===== config.mk =====
export PLATFORM = sky130hd
export DESIGN_NAME = byte_stuffed_telemetry_deframer
export DESIGN_NICKNAME = d
export VERILOG_FILES = /design/src/hdl/bstd_pkg.sv /design/src/hdl/byte_stuffed_telemetry_deframer.sv
export SDC_FILE = /design/constraint.sdc
export NUM_CORES = 1
export LEC_CHECK = 0
export ABC_AREA = 1
export BUFFER_PORTS_ARGS = -buffer_cell sky130_fd_sc_hd__buf_2
export CAP_MARGIN = 10
export CORE_MARGIN = 2
export CORE_UTILIZATION = 40
export CTS_CLUSTER_SIZE = 20
export DETAILED_ROUTE_END_ITERATION = 6
export GPL_ROUTABILITY_DRIVEN = 0
export PLACE_DENSITY = 0.64
export SETUP_SLACK_MARGIN = 0.5
export SLEW_MARGIN = 0
export SYNTH_ARGS = -nofsm -noshare
export SYNTH_HDL_FRONTEND = slang
export SYNTH_SLANG_ARGS = --single-unit
export TNS_END_PERCENT = 1

===== constraint.sdc =====
create_clock -name clk -period 4.5 [get_ports clk]
set_clock_uncertainty 0.15 [all_clocks]
set_input_delay 0.225 -clock clk [delete_from_list [all_inputs] [get_ports clk]]
set_output_delay 0.225 -clock clk [all_outputs]
set_load 0.02 [all_outputs]

===== src/hdl/bstd_pkg.sv =====
// ----------------------------------------------------------------------------
// bstd_pkg
// Shared widths, register indexes and reset values of the byte-stuffed
// telemetry deframer.
// ----------------------------------------------------------------------------
package bstd_pkg;

    localparam int DATA_W      = 8;
    localparam int IDX_W       = 5;
    localparam int LEN_W       = 6;
    localparam int CFG_IDX_W   = 3;
    localparam int MAX_RESULTS = 32;

    // configuration register indexes
    localparam logic [CFG_IDX_W-1:0] REG_FIXED_MODE   = 3'd0;
    localparam logic [CFG_IDX_W-1:0] REG_FIXED_LENGTH = 3'd1;
    localparam logic [CFG_IDX_W-1:0] REG_MARKER       = 3'd2;
    localparam logic [CFG_IDX_W-1:0] REG_ESCAPE       = 3'd3;
    localparam logic [CFG_IDX_W-1:0] REG_MASK         = 3'd4;

    // register reset values
    localparam logic              RST_FIXED_MODE   = 1'b0;
    localparam logic [LEN_W-1:0]  RST_FIXED_LENGTH = 6'd9;
    localparam logic [DATA_W-1:0] RST_MARKER       = 8'd126;
    localparam logic [DATA_W-1:0] RST_ESCAPE       = 8'd125;
    localparam logic [DATA_W-1:0] RST_MASK         = 8'd32;

endpackage


===== src/hdl/byte_stuffed_telemetry_deframer.sv =====
// ----------------------------------------------------------------------------
// byte_stuffed_telemetry_deframer
// Removes marker/escape byte stuffing from a received byte stream, buffers
// each frame and reads it out as one beat per stored byte.
// ----------------------------------------------------------------------------
// Usage: each received byte is taken in one cycle. When a frame completes
// (closing marker in delimited mode, or the set byte count in fixed-length
// mode), the input stalls while the frame buffer is read out: every result
// beat passes through a read state that addresses the buffer memory and a
// load state that moves its registered read data into the output register,
// waiting there while the sink stalls the previous beat. The input
// reopens as soon as the final beat sits in the output register. At most the
// first 32 stored bytes of a frame are sent. The buffer needs no clearing
// after reset; only entries written in the current frame are ever read.
module byte_stuffed_telemetry_deframer #(
    parameter int BUFFER_DEPTH = 32
) (
    input  logic                             clk,
    input  logic                             rst_n,
    // configuration write channel
    input  logic                             cfg_valid,
    output logic                             cfg_ready,
    input  logic [bstd_pkg::CFG_IDX_W-1:0]   cfg_index,
    input  logic [bstd_pkg::DATA_W-1:0]      cfg_data,
    // received bytes
    input  logic                             in_valid,
    output logic                             in_ready,
    input  logic [bstd_pkg::DATA_W-1:0]      rx_byte,
    // frame bytes
    output logic                             out_valid,
    input  logic                             out_ready,
    output logic [bstd_pkg::DATA_W-1:0]      frame_byte,
    output logic [bstd_pkg::IDX_W-1:0]       byte_index,
    output logic                             last_byte
);

    localparam int AW    = $clog2(BUFFER_DEPTH);
    localparam int CW    = $clog2(BUFFER_DEPTH + 1);
    localparam int EXT_W = (CW > bstd_pkg::LEN_W) ? CW : bstd_pkg::LEN_W;
    localparam int PX_W  = AW + bstd_pkg::IDX_W;

    localparam logic [EXT_W-1:0] DEPTH_EXT = EXT_W'(BUFFER_DEPTH);
    localparam logic [EXT_W-1:0] MAXR_EXT  = EXT_W'(bstd_pkg::MAX_RESULTS);
    localparam logic [EXT_W-1:0] ONE_EXT   = EXT_W'(1);

    typedef enum logic [1:0] {
        P_IDLE,
        P_START,
        P_FRAME,
        P_ESC
    } parse_t;

    typedef enum logic [1:0] {
        C_RX,
        C_RD,
        C_LOAD
    } ctl_t;

    // configuration
    logic                          fixed_mode_reg;
    logic [bstd_pkg::LEN_W-1:0]    fixed_len_reg;
    logic [bstd_pkg::DATA_W-1:0]   marker_reg;
    logic [bstd_pkg::DATA_W-1:0]   escape_reg;
    logic [bstd_pkg::DATA_W-1:0]   mask_reg;

    // control
    parse_t                        parse_reg,  parse_next;
    ctl_t                          ctl_reg,    ctl_next;
    logic [CW-1:0]                 count_reg,  count_next;
    logic [AW-1:0]                 rd_ptr_reg, rd_ptr_next;
    logic [bstd_pkg::LEN_W-1:0]    emit_n_reg, emit_n_next;
    logic                          out_valid_reg, out_valid_next;
    logic [bstd_pkg::DATA_W-1:0]   out_byte_reg,  out_byte_next;
    logic [bstd_pkg::IDX_W-1:0]    out_idx_reg,   out_idx_next;
    logic                          out_last_reg,  out_last_next;

    // buffer memory
    logic [bstd_pkg::DATA_W-1:0]   frame_mem [BUFFER_DEPTH];
    logic [bstd_pkg::DATA_W-1:0]   rd_data_reg;
    logic                          wr_en;
    logic [bstd_pkg::DATA_W-1:0]   wr_data;

    logic                          in_beat;
    logic                          emit;
    logic                          store;
    logic [bstd_pkg::DATA_W-1:0]   store_byte;
    logic [EXT_W-1:0]              len_ext;
    logic [EXT_W-1:0]              eff_len;
    logic [EXT_W-1:0]              cnt_ext;
    logic [EXT_W-1:0]              n_ext;
    logic                          slot_free;
    logic                          at_last;
    logic [PX_W-1:0]               ptr_wide;

    assign cfg_ready  = 1'b1;
    assign in_ready   = (ctl_reg == C_RX);
    assign in_beat    = in_valid && in_ready;
    assign out_valid  = out_valid_reg;
    assign frame_byte = out_byte_reg;
    assign byte_index = out_idx_reg;
    assign last_byte  = out_last_reg;

    assign slot_free = !out_valid_reg || out_ready;
    assign at_last   = (EXT_W'(rd_ptr_reg) + ONE_EXT) == EXT_W'(emit_n_reg);
    assign ptr_wide  = PX_W'(rd_ptr_reg);

    // fixed length clamped into 1..BUFFER_DEPTH
    always_comb
    begin
        len_ext = EXT_W'(fixed_len_reg);
        if (len_ext == '0)
            eff_len = ONE_EXT;
        else if (len_ext > DEPTH_EXT)
            eff_len = DEPTH_EXT;
        else
            eff_len = len_ext;
    end

    // byte parser
    always_comb
    begin
        parse_next = parse_reg;
        count_next = count_reg;
        store      = 1'b0;
        store_byte = rx_byte;
        emit       = 1'b0;
        unique case (parse_reg)
            P_IDLE:
            begin
                if (rx_byte == marker_reg)
                begin
                    count_next = '0;
                    parse_next = P_START;
                end
            end
            P_START:
            begin
                if (rx_byte == marker_reg)
                begin
                    if (fixed_mode_reg)
                    begin
                        count_next = '0;
                        parse_next = P_FRAME;
                    end
                end
                else if (rx_byte == escape_reg)
                    parse_next = P_ESC;
                else
                begin
                    store      = 1'b1;
                    parse_next = P_FRAME;
                end
            end
            P_FRAME:
            begin
                if (rx_byte == escape_reg)
                    parse_next = P_ESC;
                else if (rx_byte == marker_reg)
                begin
                    if (fixed_mode_reg)
                        count_next = '0;
                    else
                    begin
                        parse_next = P_IDLE;
                        emit       = 1'b1;
                    end
                end
                else
                    store = 1'b1;
            end
            P_ESC:
            begin
                store      = 1'b1;
                store_byte = rx_byte ^ mask_reg;
                parse_next = P_FRAME;
            end
            default:
            begin
                parse_next = P_IDLE;
            end
        endcase

        // drop bytes past the buffer depth, count holds
        wr_en   = 1'b0;
        wr_data = store_byte;
        if (store && (EXT_W'(count_reg) < DEPTH_EXT))
        begin
            wr_en      = in_beat;
            count_next = count_reg + CW'(1);
        end

        cnt_ext = EXT_W'(count_next);
        if (parse_reg != P_IDLE && !emit && fixed_mode_reg && cnt_ext >= eff_len)
        begin
            parse_next = P_IDLE;
            emit       = 1'b1;
        end

        n_ext = (cnt_ext > MAXR_EXT) ? MAXR_EXT : cnt_ext;
    end

    // readout sequencer and output register
    always_comb
    begin
        ctl_next       = ctl_reg;
        rd_ptr_next    = rd_ptr_reg;
        emit_n_next    = emit_n_reg;
        out_valid_next = out_valid_reg && !out_ready;
        out_byte_next  = out_byte_reg;
        out_idx_next   = out_idx_reg;
        out_last_next  = out_last_reg;
        unique case (ctl_reg)
            C_RX:
            begin
                if (in_beat && emit && n_ext != '0)
                begin
                    rd_ptr_next = '0;
                    emit_n_next = bstd_pkg::LEN_W'(n_ext);
                    ctl_next    = C_RD;
                end
            end
            C_RD:
            begin
                ctl_next = C_LOAD;
            end
            C_LOAD:
            begin
                // read data reflects rd_ptr_reg; hold until the slot frees
                if (slot_free)
                begin
                    out_valid_next = 1'b1;
                    out_byte_next  = rd_data_reg;
                    out_idx_next   = ptr_wide[bstd_pkg::IDX_W-1:0];
                    out_last_next  = at_last;
                    if (at_last)
                        ctl_next = C_RX;
                    else
                    begin
                        rd_ptr_next = rd_ptr_reg + AW'(1);
                        ctl_next    = C_RD;
                    end
                end
            end
            default:
            begin
                ctl_next = C_RX;
            end
        endcase
    end

    always_ff @(posedge clk or negedge rst_n)
    begin
        if (!rst_n)
        begin
            fixed_mode_reg <= bstd_pkg::RST_FIXED_MODE;
            fixed_len_reg  <= bstd_pkg::RST_FIXED_LENGTH;
            marker_reg     <= bstd_pkg::RST_MARKER;
            escape_reg     <= bstd_pkg::RST_ESCAPE;
            mask_reg       <= bstd_pkg::RST_MASK;
            parse_reg      <= P_IDLE;
            ctl_reg        <= C_RX;
            count_reg      <= '0;
            rd_ptr_reg     <= '0;
            emit_n_reg     <= '0;
            out_valid_reg  <= 1'b0;
        end
        else
        begin
            if (cfg_valid && cfg_ready)
            begin
                unique case (cfg_index)
                    bstd_pkg::REG_FIXED_MODE:   fixed_mode_reg <= cfg_data[0];
                    bstd_pkg::REG_FIXED_LENGTH:
                        fixed_len_reg <= cfg_data[bstd_pkg::LEN_W-1:0];
                    bstd_pkg::REG_MARKER:       marker_reg <= cfg_data;
                    bstd_pkg::REG_ESCAPE:       escape_reg <= cfg_data;
                    bstd_pkg::REG_MASK:         mask_reg   <= cfg_data;
                    default:
                    begin
                    end
                endcase
            end
            if (in_beat)
            begin
                parse_reg <= parse_next;
                count_reg <= count_next;
            end
            ctl_reg       <= ctl_next;
            rd_ptr_reg    <= rd_ptr_next;
            emit_n_reg    <= emit_n_next;
            out_valid_reg <= out_valid_next;
        end
    end

    always_ff @(posedge clk)
    begin
        out_byte_reg <= out_byte_next;
        out_idx_reg  <= out_idx_next;
        out_last_reg <= out_last_next;
    end

    // input is held during readout, so writes and reads never meet
    always_ff @(posedge clk)
    begin
        if (wr_en)
            frame_mem[count_reg[AW-1:0]] <= wr_data;
        rd_data_reg <= frame_mem[rd_ptr_reg];
    end

endmodule


### Yosys cells after proc, flatten, opt, wreduce, memory -nomap -nowiden

Memory sizes are Yosys's and may differ from the RTL's. A register that Yosys moved wholly into a read port is not among the register bits.
Index checks and enable logic that the tools add are counted.

| operators by class | value |
|---|---|
| add/subtract/negate cells | 3 |
| order comparisons | 4 |
| eq/ne operators | 19 |
| muxes and demuxes | 42 |
| bitwise logic cells | 1 |
| reduce and logical (&&, ||, !) cells | 29 |

Operators by type and width:

| kind | count |
|---|---|
| $mux 6 | 8 |
| $mux 2 | 9 |
| $pmux 6 s3 | 1 |
| $eq 8x8->1 | 2 |
| $mux 1 | 16 |
| $reduce_and 2->1 | 8 |
| $mux 5 | 3 |
| $gt 6x6->1 const B | 2 |
| $ne 4x4->1 const B | 3 |
| $pmux 5 s2 | 1 |
| $logic_and 1x1->1 | 8 |
| $mux 8 | 1 |
| $pmux 2 s4 | 1 |
| $xor 8x8->8 | 1 |
| $add 5x1->6 const B | 1 |
| $add 6x1->6 const B | 1 |
| $eq 2x2->1 const B | 3 |
| $eq 3x2->1 const B | 2 |
| $eq 6x6->1 | 1 |
| $ge 6x6->1 | 1 |
| $logic_not 6->1 | 1 |
| $lt 6x6->1 const B | 1 |
| $pmux 2 s3 | 1 |
| $reduce_bool 6->1 | 1 |
| 15 further kinds | 21 |

| storage, ports and cells | value |
|---|---|
| register bits after elaboration | 67 |
| RAM bits | 256 |
| bits of input ports | 24 |
| output and inout port bits | 17 |
| logic and storage cells | 113 |
| memories kept | 1 |

Memories:

| name | words | bits a word | read ports | clocked after Yosys merged registers in | wr ports | line | RTL |
|---|---|---|---|---|---|---|---|
| frame_mem | 32 | 8 | 1 | 1 | 1 | byte_stuffed_telemetry_deframer.sv:78 | `logic [bstd_pkg::DATA_W-1:0] frame_mem [BUFFER_DEPTH];` |

### Longest topological paths before layout

Gate-level depths: netlist of the first run.

| depth | value |
|---|---|
| word-level depth | 13 |
| mapped depth | 24 |
| depth with buffers taken out | 24 |

### Worst setup path after synthesis of the first run

No wires, ideal clock.

| timing path | value |
|---|---|
| path kind | reg-to-reg |
| start point | reg escape_reg[6] (netlist bit) |
| end point | reg rd_ptr_reg[0] |
| setup time | 118 ps |
| data arrival time | 2,700 ps |
| data required time | 4,232 ps |
| slack | 1,532 ps |
| cell stages (with the launch flop) | 22 |
| buffers on the path | 1 |
| clock period less this slack | 2,968 ps |
| cell sequence | dfstp_2 -> xnor2_1 -> nand2_1 -> nor2_2 -> nand2_2 -> nand2_2 -> nand2_4 -> nand2_8 -> nor2_1 -> nor2_2 -> inv_1 -> ha_1 -> inv_1 -> nor2_1 -> o211ai_1 -> o2111ai_1 -> nand3_1 -> a21oi_1 -> nand2_4 -> buf_6 -> nand3_1 -> nand2_1 |

| between the ends | value |
|---|---|
| cells in the longest elaborated chain, start to end | 13 |
| elaborated cells between the ends (all ways) | 24 |
| classes of those cells | order compare (2); eq/ne (2); mux (11); reduce/logical (9) |

Ends and longest elaborated chain:

| item | line | RTL |
|---|---|---|
| start: declaration | byte_stuffed_telemetry_deframer.sv:63 | `logic [bstd_pkg::DATA_W-1:0] escape_reg;` |
| start signal: assignment | byte_stuffed_telemetry_deframer.sv:258 | `escape_reg <= bstd_pkg::RST_ESCAPE;` |
| start signal: assignment | byte_stuffed_telemetry_deframer.sv:276 | `bstd_pkg::REG_ESCAPE: escape_reg <= cfg_data;` |
| $eq 8x8->1 (*) | byte_stuffed_telemetry_deframer.sv:146, byte_stuffed_telemetry_deframer.sv:156 |  |
| $mux 1 | byte_stuffed_telemetry_deframer.sv:146 | `else if (rx_byte == escape_reg)` |
| $mux 1 | byte_stuffed_telemetry_deframer.sv:138 | `if (rx_byte == marker_reg)` |
| $pmux 1 s3 | byte_stuffed_telemetry_deframer.sv:127 | `unique case (parse_reg)` |
| $logic_and 1x1->1 | byte_stuffed_telemetry_deframer.sv:186 | `if (store && (EXT_W'(count_reg) < DEPTH_EXT))` |
| $mux 6 (*) | byte_stuffed_telemetry_deframer.sv:186 |  |
| via cnt_ext[1] | byte_stuffed_telemetry_deframer.sv:89 | `logic [EXT_W-1:0] cnt_ext;` |
| branches (longest 4 deep; another with $gt 6x6->1) | -- |  |
| $logic_and 1x1->1 (*) | byte_stuffed_telemetry_deframer.sv:215 | `if (in_beat && emit && n_ext != '0)` |
| $ne 2x1->1 (no line) (*) | -- |  |
| $reduce_and 4->1 (no line) (*) | -- |  |
| end signal: assignment | byte_stuffed_telemetry_deframer.sv:289 | `rd_ptr_reg <= rd_ptr_next;` |
| end: declaration | byte_stuffed_telemetry_deframer.sv:70 | `logic [AW-1:0] rd_ptr_reg, rd_ptr_next;` |

Mark *: on every way through the listed nets, which the timed path passes.
A chain may end at the register's enable or synchronous reset.

### Final worst setup path of the first run

| timing path | value |
|---|---|
| start point | reg marker_reg[6] (netlist bit) |
| end point | reg rd_ptr_reg[4] |

| between the ends | value |
|---|---|
| cells in the longest elaborated chain, start to end | 13 |
| elaborated cells between the ends (all ways) | 27 |
| classes of those cells | order compare (2); eq/ne (2); mux (14); reduce/logical (9) |

Ends and longest elaborated chain:

| item | line | RTL |
|---|---|---|
| start: declaration | byte_stuffed_telemetry_deframer.sv:62 | `logic [bstd_pkg::DATA_W-1:0] marker_reg;` |
| start signal: assignment | byte_stuffed_telemetry_deframer.sv:257 | `marker_reg <= bstd_pkg::RST_MARKER;` |
| start signal: assignment | byte_stuffed_telemetry_deframer.sv:275 | `bstd_pkg::REG_MARKER: marker_reg <= cfg_data;` |
| $eq 8x8->1 (*) | byte_stuffed_telemetry_deframer.sv:130, byte_stuffed_telemetry_deframer.sv:138, byte_stuffed_telemetry_deframer.sv:158 |  |
| $mux 1 | byte_stuffed_telemetry_deframer.sv:158 | `else if (rx_byte == marker_reg)` |
| $mux 1 | byte_stuffed_telemetry_deframer.sv:156 | `if (rx_byte == escape_reg)` |
| $pmux 1 s3 | byte_stuffed_telemetry_deframer.sv:127 |  |
| $logic_and 1x1->1 | byte_stuffed_telemetry_deframer.sv:186 |  |
| $mux 6 (*) | byte_stuffed_telemetry_deframer.sv:186 |  |
| via cnt_ext[1] | byte_stuffed_telemetry_deframer.sv:89 |  |
| branches (longest 4 deep; another with $gt 6x6->1) | -- |  |
| $logic_and 1x1->1 (*) | byte_stuffed_telemetry_deframer.sv:215 |  |
| $ne 2x1->1 (no line) (*) | -- |  |
| $reduce_and 4->1 (no line) (*) | -- |  |

Marked as above.

==> results of run 1 <==
## per-layer routing
layer	global-route usage	wire length (um)
met5	0	0
met3	0.0277	1970
met1	0.254	14300
met4	0.0510	657
met2	0.296	15300
## cell type report
type	count	area, sq um	share of cell area
clock inverters	18	155	0.00981
flip-flops and latches	331	9620	0.608
well taps	455	569	0.0360
repair buffers	72	480	0.0304
clock buffers	44	940	0.0594
inverters	65	248	0.0157
multi-input cells	769	3800	0.240
## cells in the final DEF (no fill, tap or decap), types with 2 or more instances in the layout
cell type,Yosys,final
nor2_2,3,4
dfxtp_1,8,8
o211ai_1,3,3
a21oi_1,5,5
dlygate4sd3_1,0,15
nand4_1,3,3
xnor2_2,0,3
o22ai_1,77,77
o21ai_0,203,203
xnor2_1,13,10
bufinv_16,0,2
clkbuf_8,0,3
nand2_1,163,163
inv_2,7,7
ha_1,11,11
clkbuf_1,48,6
nor3_1,2,2
inv_1,55,54
buf_2,7,39
nand2_2,10,10
xor2_1,9,4
buf_4,2,18
edfxtp_1,270,270
clkinvlp_2,0,2
o32ai_1,3,3
dfstp_2,15,15
clkinv_1,2,8
nand3_1,27,27
dfrtp_1,38,36
clkinv_2,0,6
clkbuf_16,0,35
nand2_4,3,3
xor2_2,0,5
nor2_1,221,220
o21ai_1,3,3
## power breakdown
group / switching, mW / total (mW) / internal [mW] / leakage [nW]
Clock: 1.16 / 2.76 / 1.60 / 0.536
Sequential: 0.148 / 3.80 / 3.65 / 3.14
Combinational: 1.19 / 1.71 / 0.526 / 2.05
Total: 2.49 / 8.28 / 5.78 / 5.73
## Yosys cell counts
master and count:
a21oi_1 5, a31oi_1 1, and3_1 1, buf_1 2
buf_2 7, buf_4 2, buf_6 1, clkbuf_1 48
clkinv_1 2, conb_1 1, dfrtp_1 38, dfstp_2 15
dfxtp_1 8, edfxtp_1 270, ha_1 11, inv_1 55
inv_2 7, inv_4 1, nand2_1 163, nand2_2 10
nand2_4 3, nand2_8 1, nand3_1 27, nand3_2 1
nand4_1 3, nand4_2 1, nor2_1 221, nor2_2 3
nor2_4 1, nor3_1 2, nor4_2 1, o2111ai_1 1
o211ai_1 3, o21ai_0 203, o21ai_1 3, o22ai_1 77
o31ai_1 1, o32ai_1 3, xnor2_1 13, xor2_1 9
## kinds of logic after synthesis
| kind of cell | Yosys count | synth area share |
|---|---|---|
| AND/OR/NAND/NOR | 438 | 0.130 |
| flip-flops | 331 | 0.694 |
| AO/OA/AOI/OAI | 297 | 0.116 |
| buffers and inverters | 125 | 0.0358 |
| XOR/XNOR | 22 | 0.0139 |
| adder cells (fa/ha/maj) | 11 | 0.00994 |
| other | 1 | 0.000271 |
## final timing paths
kind                                      startpoint                   endpoint  slack (ns)  depth (start not counted)
max                        marker_reg[6]$_DFFE_PN1P_  rd_ptr_reg[4]$_DFFE_PN0P_        1.17                         21
min                                         in_valid   count_reg[1]$_DFFE_PN0P_       0.002                          4
max reg2reg                marker_reg[6]$_DFFE_PN1P_  rd_ptr_reg[4]$_DFFE_PN0P_        1.17                         21
min reg2reg                   rd_data_reg[4]$_DFF_P_    frame_byte[4]$_DFFE_PP_        0.25                          0
max in group asynchronous                      rst_n     ctl_reg[0]$_DFFE_PN0P_        3.45                          3
min in group asynchronous                      rst_n  rd_ptr_reg[0]$_DFFE_PN0P_        0.23                          3
## per-stage QoR
step	utilization	cells	power (mW)	hold WS, ns	setup slack, ns
floorplan	-	1225	5.04	-0.221	1.53
global placement	0.425	1677	5.52	-0.0929	1.29
detailed placement	0.425	1677	5.56	-0.0917	1.20
CTS	0.461	1754	8.33	0.0103	1.19
global route	0.461	1754	8.69	0.0591	0.814
finish	0.461	1754	8.28	0.00171	1.17
## timing repair
action                                 CTS  global route
hold buffers                            15             0
endpoints found under the hold margin   71             0
resized for setup                        0             0
## critical path: stages, from the launching register on
cell and delay, ns:
dfstp_2 0.53, xnor2_1 0.11, nand2_1 0.07, nor2_1 0.16, nand3_1 0.12, inv_1 0.07, nand2_1 0.14, nand2_1 0.09
nor2_1 0.05, nor2_2 0.15, inv_1 0.09, ha_1 0.30, inv_1 0.04, nor2_1 0.08, o211ai_1 0.09, o2111ai_1 0.09
nand3_1 0.17, a21oi_1 0.32, nand2_4 0.19, nand2_2 0.14, nand2_1 0.07, nand2_1 0.05
==> run metrics, run 1 <==
status=complete, no violations; Detailed Routing Iterations Pass 1=5; startpoint types=flip-flop; final WL=32.2 mm; Worst-Skew Late Latency=0.51 ns; Final HPWL DP=approximately 19 mm; vias post-DR=roughly 9.3k; TritonCTS clock tree=done; Total GRT Usage=0.182; Max VDD drop=0.236 mV; Hold Vio Cnt, Final=0; largest cells by area after synthesis=edfxtp_1, o21ai_0, dfrtp_1; nets=about 1.3k; global route overflow=0; minimum clock period=3.33 ns; root buffer cell=clkbuf_16; # setup viols final=0; Crit Path Max Fanout=17; Fillers=between 3k and 4k; PD cells=about 520 nW/um^2; antenna diode instance count=0; fmax=0.300 GHz; hold crit path type=input port to flip-flop; final slew viol count=0; vias in the first global route=~8.9k; I/O pins=41; initial antenna violation count=0; Worst EP arrival=between 3 and 4 ns; Die Height=approximately 190 um; Sink Count=331; Yosys top cell by area=edfxtp_1; Via density=between 5 and 6; global-route wire length before repair=50.8 mm; clk buf depth=3; drt wl/cell=~18 um; Max-Cap Viols=0; Yosys Warn Count=0; period utilisation layout=0.740; syn avg cell area=11.3 sq um; share of cells above drive strength 1=0.125; Detail Route Antenna Nets=0; Slew HR=0.355; pin slew with the least headroom to its limit=between 0.9 and 1 ns; cell area after synthesis=around 14000 sq um; P_leak=around 5.7 nW; row cnt=approximately 70; initial detailed-routing violation count=between 900 and 1k; Syn Nets=~1.3k; Cells after Synth=around 1.2k; post-CTS setup buffer count=0; Initial Utilization=0.404; sequential-to-total area share from yosys stat=0.694; Post-DP Area=around 15000 sq um; htree depth=2; Die ar.=36100 sq um; Area Growth Syn to Fin=14.2%; post-synthesis register bit count=between 300 and 400; Worst setup EP type=flip-flop; Worst-path clk slew=roughly 0.060 ns; chip width=190 um; largest net degree at the start of global routing=72; unrepaired setup endpoints after global routing=false; post-synth top area share=0.586; Crit path required time=~4.8 ns; Netlist cell types=40; final instance area=approximately 16000 sq um; Core ar.=34300 sq um; max reg flops=about 260; IO Port Bufs=39; Crit Path Class=flip-flop to flip-flop; residual DRC count=0; Setup TNS Final=0 ns; TritonCTS Buffers=35
Note: power is estimated with default switching activity, not from simulation.
==> run 2, diff against run 1 <==
==> constraint.sdc (replaced) <==
create_clock -name clk -period 3.21 [get_ports clk]
set_clock_uncertainty 0.15 [all_clocks]
set_input_delay 0.1605 -clock clk [delete_from_list [all_inputs] [get_ports clk]]
set_output_delay 0.1605 -clock clk [all_outputs]
set_load 0.02 [all_outputs]
==> run 2 against run 1 <==
  * Sequential share of layout area fell by 2.4 points
  * Fmax rose by 11%
  * Critical endpoint is now rd_ptr_reg[3]$_DFFE_PN0P_
  * Largest power group unchanged
  * Die area did not move
  * Highest routed layer unchanged
==> run metrics, run 2 (synthesis gave the netlist of run 1 again) <==
status=complete, no violations; Crit Path Max Fanout=6 (-11); Post-Layout Cell Count=1805 (+2.9%); Crit path required time=3.52 ns (-1.28 ns); Setup crit end=rd_ptr_reg[3]$_DFFE_PN0P_; Hold WS=0.0169 ns (+0.0152 ns); Hold Vio Cnt, Final=0 (unchanged); TritonCTS Buffers=35 (unchanged); R2R depth=22 (+4.8%); # setup viols final=0 (unchanged); Inst Count DP=1719 (+2.5%); P_sw=3.69 mW (+48%); highest-count cells in the layout ignoring fill and taps=edfxtp_1, nor2_1, o21ai_0; Initial Utilization=0.404 (unchanged); Final Power=12.1 mW (+46%); residual DRC count=0 (unchanged); global route overflow=0 (unchanged); Internal=8.40 mW (+45%); PD cells=735 nW/um^2 (+40%); Via density=5.23 (-0.86%); R2R Path Start=escape_reg[0]$_DFFE_PN1P_; unrepaired setup endpoints after global routing=true; final slew viol count=0 (unchanged); Post-DP Area=15000 sq um (+2.7%); fmax=0.334 GHz (+11%); Critical path origin=escape_reg[0]$_DFFE_PN1P_; vias post-DR=9440 (+2.0%); Die Height=190 um (unchanged); pin slew with the least headroom to its limit=0.954 ns (-0.0130 ns); htree depth=2 (unchanged); reg2reg end=rd_ptr_reg[3]$_DFFE_PN0P_; share of cells above drive strength 1=0.187 (+0.0612); Detail Route Antenna Nets=0 (unchanged); chip width=190 um (unchanged); initial antenna violation count=0 (unchanged); Crit Path Class=flip-flop to flip-flop; final instance area=16400 sq um (+4.1%); Max VDD drop=0.403 mV (+71%); Comb pwr share=0.239 (+0.032); TritonCTS clock tree=done; Core ar.=34300 sq um (unchanged); Setup TNS Final=0 ns (unchanged); R2R Setup Slk=0.21 ns (-0.96 ns); P_leak=6.03 nW (+5.3%); Die ar.=36100 sq um (unchanged); Max-Cap Viols=0 (unchanged); I/O pins=41 (unchanged); antenna diode instance count=0 (unchanged); largest net degree at the start of global routing=97 (+35%); Sink Count=331 (unchanged); Final HPWL DP=19.8 mm (+3.3%); Worst setup EP type=flip-flop; Area Growth Syn to Fin=18.8%; Detailed Routing Iterations Pass 1=4 (-1); final WL=32.6 mm (+1.1%); row cnt=68 (unchanged); leading cell type in the layout, fill and taps excluded=edfxtp_1; IO Port Bufs=39 (unchanged); initial detailed-routing violation count=789 (-15%); root buffer cell=clkbuf_16; nets=1361 (+4.0%); startpoint types=flip-flop; drt wl/cell=18.1 um (-1.8%); Sw Ratio=0.305 (+0.00419); Total GRT Usage=0.181 (-0.000803); Slew HR=0.363 (+0.00882); vias in the first global route=9136 (+2.4%); Worst EP arrival=3.31 ns (-0.32 ns); Clk pwr share=0.321 (-0.013); clk buf depth=3 (unchanged); period utilisation layout=0.934 (+0.194); minimum clock period=3.00 ns (-0.332 ns); Worst-path clk slew=0.06 ns (about the same); global-route wire length before repair=50.9 mm (+0.35%); Worst-Skew Late Latency=0.52 ns (about the same); max reg flops=256 (unchanged); sequential power share=0.439 (-0.020); hold crit path type=input port to flip-flop; Fillers=3016 (-2.9%)
## run 2: worst max-delay path: stages (launching register included)
cell,delay [ns]
dfstp_2,0.54
nand2_1,0.06
nand2_1,0.08
nand2_2,0.07
nor2_4,0.13
nand2_2,0.08
nand2_2,0.07
nand2_4,0.09
nand2_8,0.12
nor2_4,0.04
nor2_4,0.11
inv_2,0.06
ha_4,0.27
inv_2,0.03
nor2_1,0.08
o211ai_1,0.10
o2111ai_2,0.09
nand3_2,0.14
a21oi_4,0.29
nand2_4,0.12
nand2_4,0.10
nand2_1,0.06
nand2_1,0.07
## run 2: worst min path at each step
stage	slack [ns]	end	cells after the start	startpoint
6_report	0.02	count_reg[1]$_DFFE_PN0P_	4	in_valid
4_1_cts	0.007	count_reg[1]$_DFFE_PN0P_	4	in_valid
3_3_place_gp	0.1	out_valid$_DFF_PN0_	1	rst_n
5_1_grt	0.04	count_reg[1]$_DFFE_PN0P_	4	in_valid
2_1_floorplan	-0.29	count_reg[0]$_DFFE_PN0P_	0	rst_n
3_5_place_dp	0.11	out_valid$_DFF_PN0_	1	rst_n
## run 2: what timing repair did
action	CTS	global route
pin swaps	12	10
gates resized for setup	11	30
endpoints found under the hold margin	63	0
setup endpoints to repair	20	261
setup buffers	4	4
hold buffers	14	0
gates cloned	3	0
## run 2: stage by stage
step / setup WS, ns / util
final: 0.212 / 0.480
after global routing: -0.0190 / 0.480
after CTS: 0.225 / 0.476
after detailed placement: -0.0178 / 0.436
after global placement: 0.101 / 0.436
after floorplan: 0.319 / -
## run 2: area by class of cell
class	count	area, sq um	share of cell area
flip-flops and latches	331	9620	0.585
multi-input cells	772	4040	0.246
repair buffers	121	871	0.0529
clock buffers	48	976	0.0593
inverters	65	250	0.0152
clock inverters	13	125	0.00761
well taps	455	569	0.0346
## run 2: power by group through the flow
stage	Clock [mW]	Combinational (mW)	Sequential (mW)
4_1_cts	3.95	2.75	5.31
3_5_place_dp	0	2.56	5.39
2_1_floorplan	0	1.74	5.39
6_report	3.89	2.89	5.31
5_1_grt	4.12	3.22	5.35
3_3_place_gp	0	2.52	5.38
## run 2: layer usage
metal | wire length, um | GRT usage
met2 | 15300 | 0.293
met1 | 14500 | 0.252
met3 | 2000 | 0.0297
met5 | 0 | 0
met4 | 779 | 0.0540
